===== config.mk =====
export PLATFORM = sky130hd
export DESIGN_NAME = rau_mul
export DESIGN_NICKNAME = d
export VERILOG_FILES = /design/src/rtl/core/rational_arithmetic_unit_defines.svh /design/src/rtl/core/rau_mul.sv
export SDC_FILE = /design/constraint.sdc
export NUM_CORES = 2
export LEC_CHECK = 0
export ABC_AREA = 0
export BUFFER_PORTS_ARGS = -buffer_cell sky130_fd_sc_hd__buf_2
export CAP_MARGIN = 40
export CORE_MARGIN = 5
export CORE_UTILIZATION = 48
export CTS_BUF_LIST = sky130_fd_sc_hd__clkbuf_2
export DETAILED_ROUTE_END_ITERATION = 8
export GPL_TIMING_DRIVEN = 0
export PLACE_DENSITY = 0.73
export SLEW_MARGIN = 10
export SYNTH_ARGS = -nofsm -noshare
export SYNTH_HDL_FRONTEND = slang
export SYNTH_SLANG_ARGS = --single-unit

===== constraint.sdc =====
create_clock -name clk -period 9.4 [get_ports clk]
set_input_delay 0 -clock clk [delete_from_list [all_inputs] [get_ports clk]]
set_output_delay 0 -clock clk [all_outputs]
set_load 0.03 [all_outputs]

===== src/rtl/core/rational_arithmetic_unit_defines.svh =====
// ----------------------------------------------------------------------------
// Rational arithmetic unit assertion macros
// Shared assertion forms used by the top level.
// ----------------------------------------------------------------------------
`ifndef RATIONAL_ARITHMETIC_UNIT_DEFINES_SVH
`define RATIONAL_ARITHMETIC_UNIT_DEFINES_SVH

// implication checked on every clock, off during reset
`define RAU_ASSERT_IMPL(label, ante, cons) \
    label: assert property (@(posedge clk) disable iff (!rst_n) (ante) |-> (cons)) \
        else $error("rau check failed");

// next-cycle implication
`define RAU_ASSERT_NEXT(label, ante, cons) \
    label: assert property (@(posedge clk) disable iff (!rst_n) (ante) |=> (cons)) \
        else $error("rau check failed");

`endif


===== src/rtl/core/rau_mul.sv =====
// ----------------------------------------------------------------------------
// Rational arithmetic unit multiplier
// Registered unsigned WIDTH x WIDTH magnitude multiplier.
// ----------------------------------------------------------------------------
module rau_mul #(
    parameter int unsigned WIDTH = 32
) (
    input  logic               clk,
    input  logic [WIDTH-1:0]   x,
    input  logic [WIDTH-1:0]   y,
    output logic [2*WIDTH-1:0] p
);
    logic [2*WIDTH-1:0] p_reg;

    always_ff @(posedge clk)
    begin
        p_reg <= x * y;
    end

    assign p = p_reg;
endmodule


==> metrics.csv <==
stage,metric,value,unit
yosys,Ys Warns,0,
global_routing,global-route wire length before repair,182.1,mm
yosys,"top cells by area, synth","fa_1 52%, and2_1 11%, ha_1 9.5%, inv_1 9.4%, nand2_1 5.2%",
placement,hpwl dp,106.5,mm
routing,number of DRC markers in iteration 0,2761,
yosys,"Seq/Total Area, Yosys",3.695,%
timing,Final setup violation count,0,
yosys,Synth Flop Type,dfxtp_1,
critical_path,CP Class,input port to flop,
critical_path,Crit path required time,9930,ps
finish,max reg flops,64,
routing,drt pass-1 iters,6,
finish,multi-input logic area,29310,um^2
critical_path,Worst path top cell family by delay,adder cells,
finish,nets@finish,5144,
timing,Setup TNS Final,0,ps
yosys,Synth Net Count,4972,
clock_network,Post-CTS Setup Inserts,0,
clock_network,Clock Pin Slew Worst Setup and Hold Paths,230,ps
timing,actual slew at the worst max-slew pin,1103,ps
placement,PortBufs,128,
clock_network,Clock Sinks,64,
timing,Rel. slew slack,26.46,%
critical_path,Levels on crit path,26,
timing,Final Max Slew Viols,0,
timing,Peak Freq,0.1251,GHz
clock_network,hold buffers post-CTS,2,
global_routing,largest net degree at the start of global routing,12,
floorplan,chip width,278.8,um
global_routing,vias in the first global route,28888,
routing,Routed WL,123.8,mm
finish,area taken by flip-flops and latches,1281,um^2
routing,routed wire length per instance,25.31,um
floorplan,core area,71610,um^2
yosys,most common cell in the netlist,fa_1,
critical_path,Critical Path Sink Type,flop,
clock_network,TritonCTS clock tree,built,
timing,Final Hold Vio Count,0,
global_routing,initial antenna violation count,20,
critical_path,critical path arrival,8520,ps
timing,period utilization,85.03,%
yosys,synthesized area per cell,9.252,um^2
timing,final worst slack,1407,ps
yosys,largest area contributor in the synthesized netlist,fa_1,
critical_path,CP Buf/Inv Count,8,
timing,crit path time final,7993,ps
run_status,status,completed,
floorplan,initial core utilization,48.42,%
job,maxcap violations,0,
critical_path,startpoint types,input port,
clock_network,post-CTS sizing,0,
routing,Antenna Violating Nets Remaining,0,
yosys,#FFs+latches synth,64,
critical_path,CP most frequent cell,fa_1,
finish,Layout area overhead,6.921,%
worst_hold_path,Hold WC Path Type,input port to flop,
clock_network,clk buf depth,2,
placement,Setup WS pre-CTS,1045,ps
yosys,post-synth top area share,51.73,%
finish,layout cell share with drive strength beyond 1,5.019,%
clock_network,CTS H-tree depth,3,
floorplan,I/O pin count,129,
clock_network,CTS root buf,clkbuf_2,
yosys,most frequent cells after synthesis,"896 x fa_1, 865 x inv_1, 602 x and2_1",
yosys,Unique masters post-synth,57,
finish,fillers,6766,
yosys,asr flop ratio synth,0,%
floorplan,die area,77720,um^2
routing,Post-route DRC,0,
floorplan,Vert. Die Dim,278.8,um
routing,Vias,27348,
critical_path,CP max-delay cell,clkbuf_1,
critical_path,crit path to,p[62],
timing,RSZ-0062 raised after global routing,false,
placement,Placed Area,36880,um^2
routing,vias per cell,5.593,
yosys,Syn Inst Count,3748,
critical_path,"critical path fanouts, max",10,
critical_path,worst setup path start,x[23],
yosys,mapped cell area,34680,um^2
finish,final instance area,37080,um^2
critical_path,"slowest stage delay, CP",770,ps
placement,GPL Wtd Cong,1.094,
global_routing,Total Routing Usage GR,32.01,%
global_routing,total congestion overflow,0,
clock_network,number of buffers created by CTS,9,
floorplan,row cnt,98,
yosys,Post-synth EDFFs,0,
layer usage:
layer	wire length [um]	track usage, %	vias up	part of all wire (%)
met5	9	1.160	-	0.0073
met4	12710	24.04	2	10
met3	15300	9.323	545	12
met2	53370	48.10	1816	43
met1	42360	39.10	13759	34
li1	-	-	11226	-
layout make-up:
class                      count  area share, %
clock buffer                  10         0.1350
buffer                       220          2.248
inverter                     865          8.757
clock inverter                 6         0.2261
multi-input combinational   2599          79.07
sequential                    64          3.456
timing repair buffer         161          2.804
antenna                       15         0.1012
tap                          950          3.206
cell families after synthesis:
| family | Yosys count | share of synthesized area, % |
|---|---|---|
| compound gates | 202 | 4.153 |
| xor+xnor | 60 | 1.515 |
| fa+ha+maj | 1159 | 61.22 |
| buf+inv | 1085 | 11.77 |
| flops | 64 | 3.695 |
| mux | 1 | 0.02887 |
| simple gates | 1177 | 17.62 |
placed cells by master, fill, tap and decap left out, types with 12 or more instances in the layout:
master / n
a21oi_1: 63
buf_2: 134
ha_1: 263
a31oi_1: 12
dfxtp_1: 64
and3_1: 14
xor2_1: 25
clkbuf_1: 213
nand2_1: 480
a21o_1: 40
nand4_1: 23
fa_1: 896
and2_1: 602
xnor2_1: 35
nor2_1: 20
buf_6: 23
o21ai_0: 21
diode_2: 15
inv_1: 865
stage by stage:
stage	hold WS, ps	util, %	instances
global placement	413.6	50.98	4826
CTS	121.4	51.72	4875
global route	130.6	51.74	4879
finish	217.2	51.78	4890
floorplan	127.3	-	3748
detailed placement	405.4	51.51	4857
worst min-delay path by stage:
stage / startpoint / to / slack, ps / cells after the start
global placement: y[0] / p[0] / 410 / 2
floorplan: y[0] / p[0] / 130 / 1
detailed placement: y[0] / p[0] / 410 / 2
global route: x[0] / p[0] / 130 / 3
finish: x[1] / p[1] / 220 / 5
CTS: x[0] / p[0] / 120 / 3
Power is left out: the tool's default activity adds up to more than one toggle a clock period on the data nets, which glitch-free logic cannot reach.
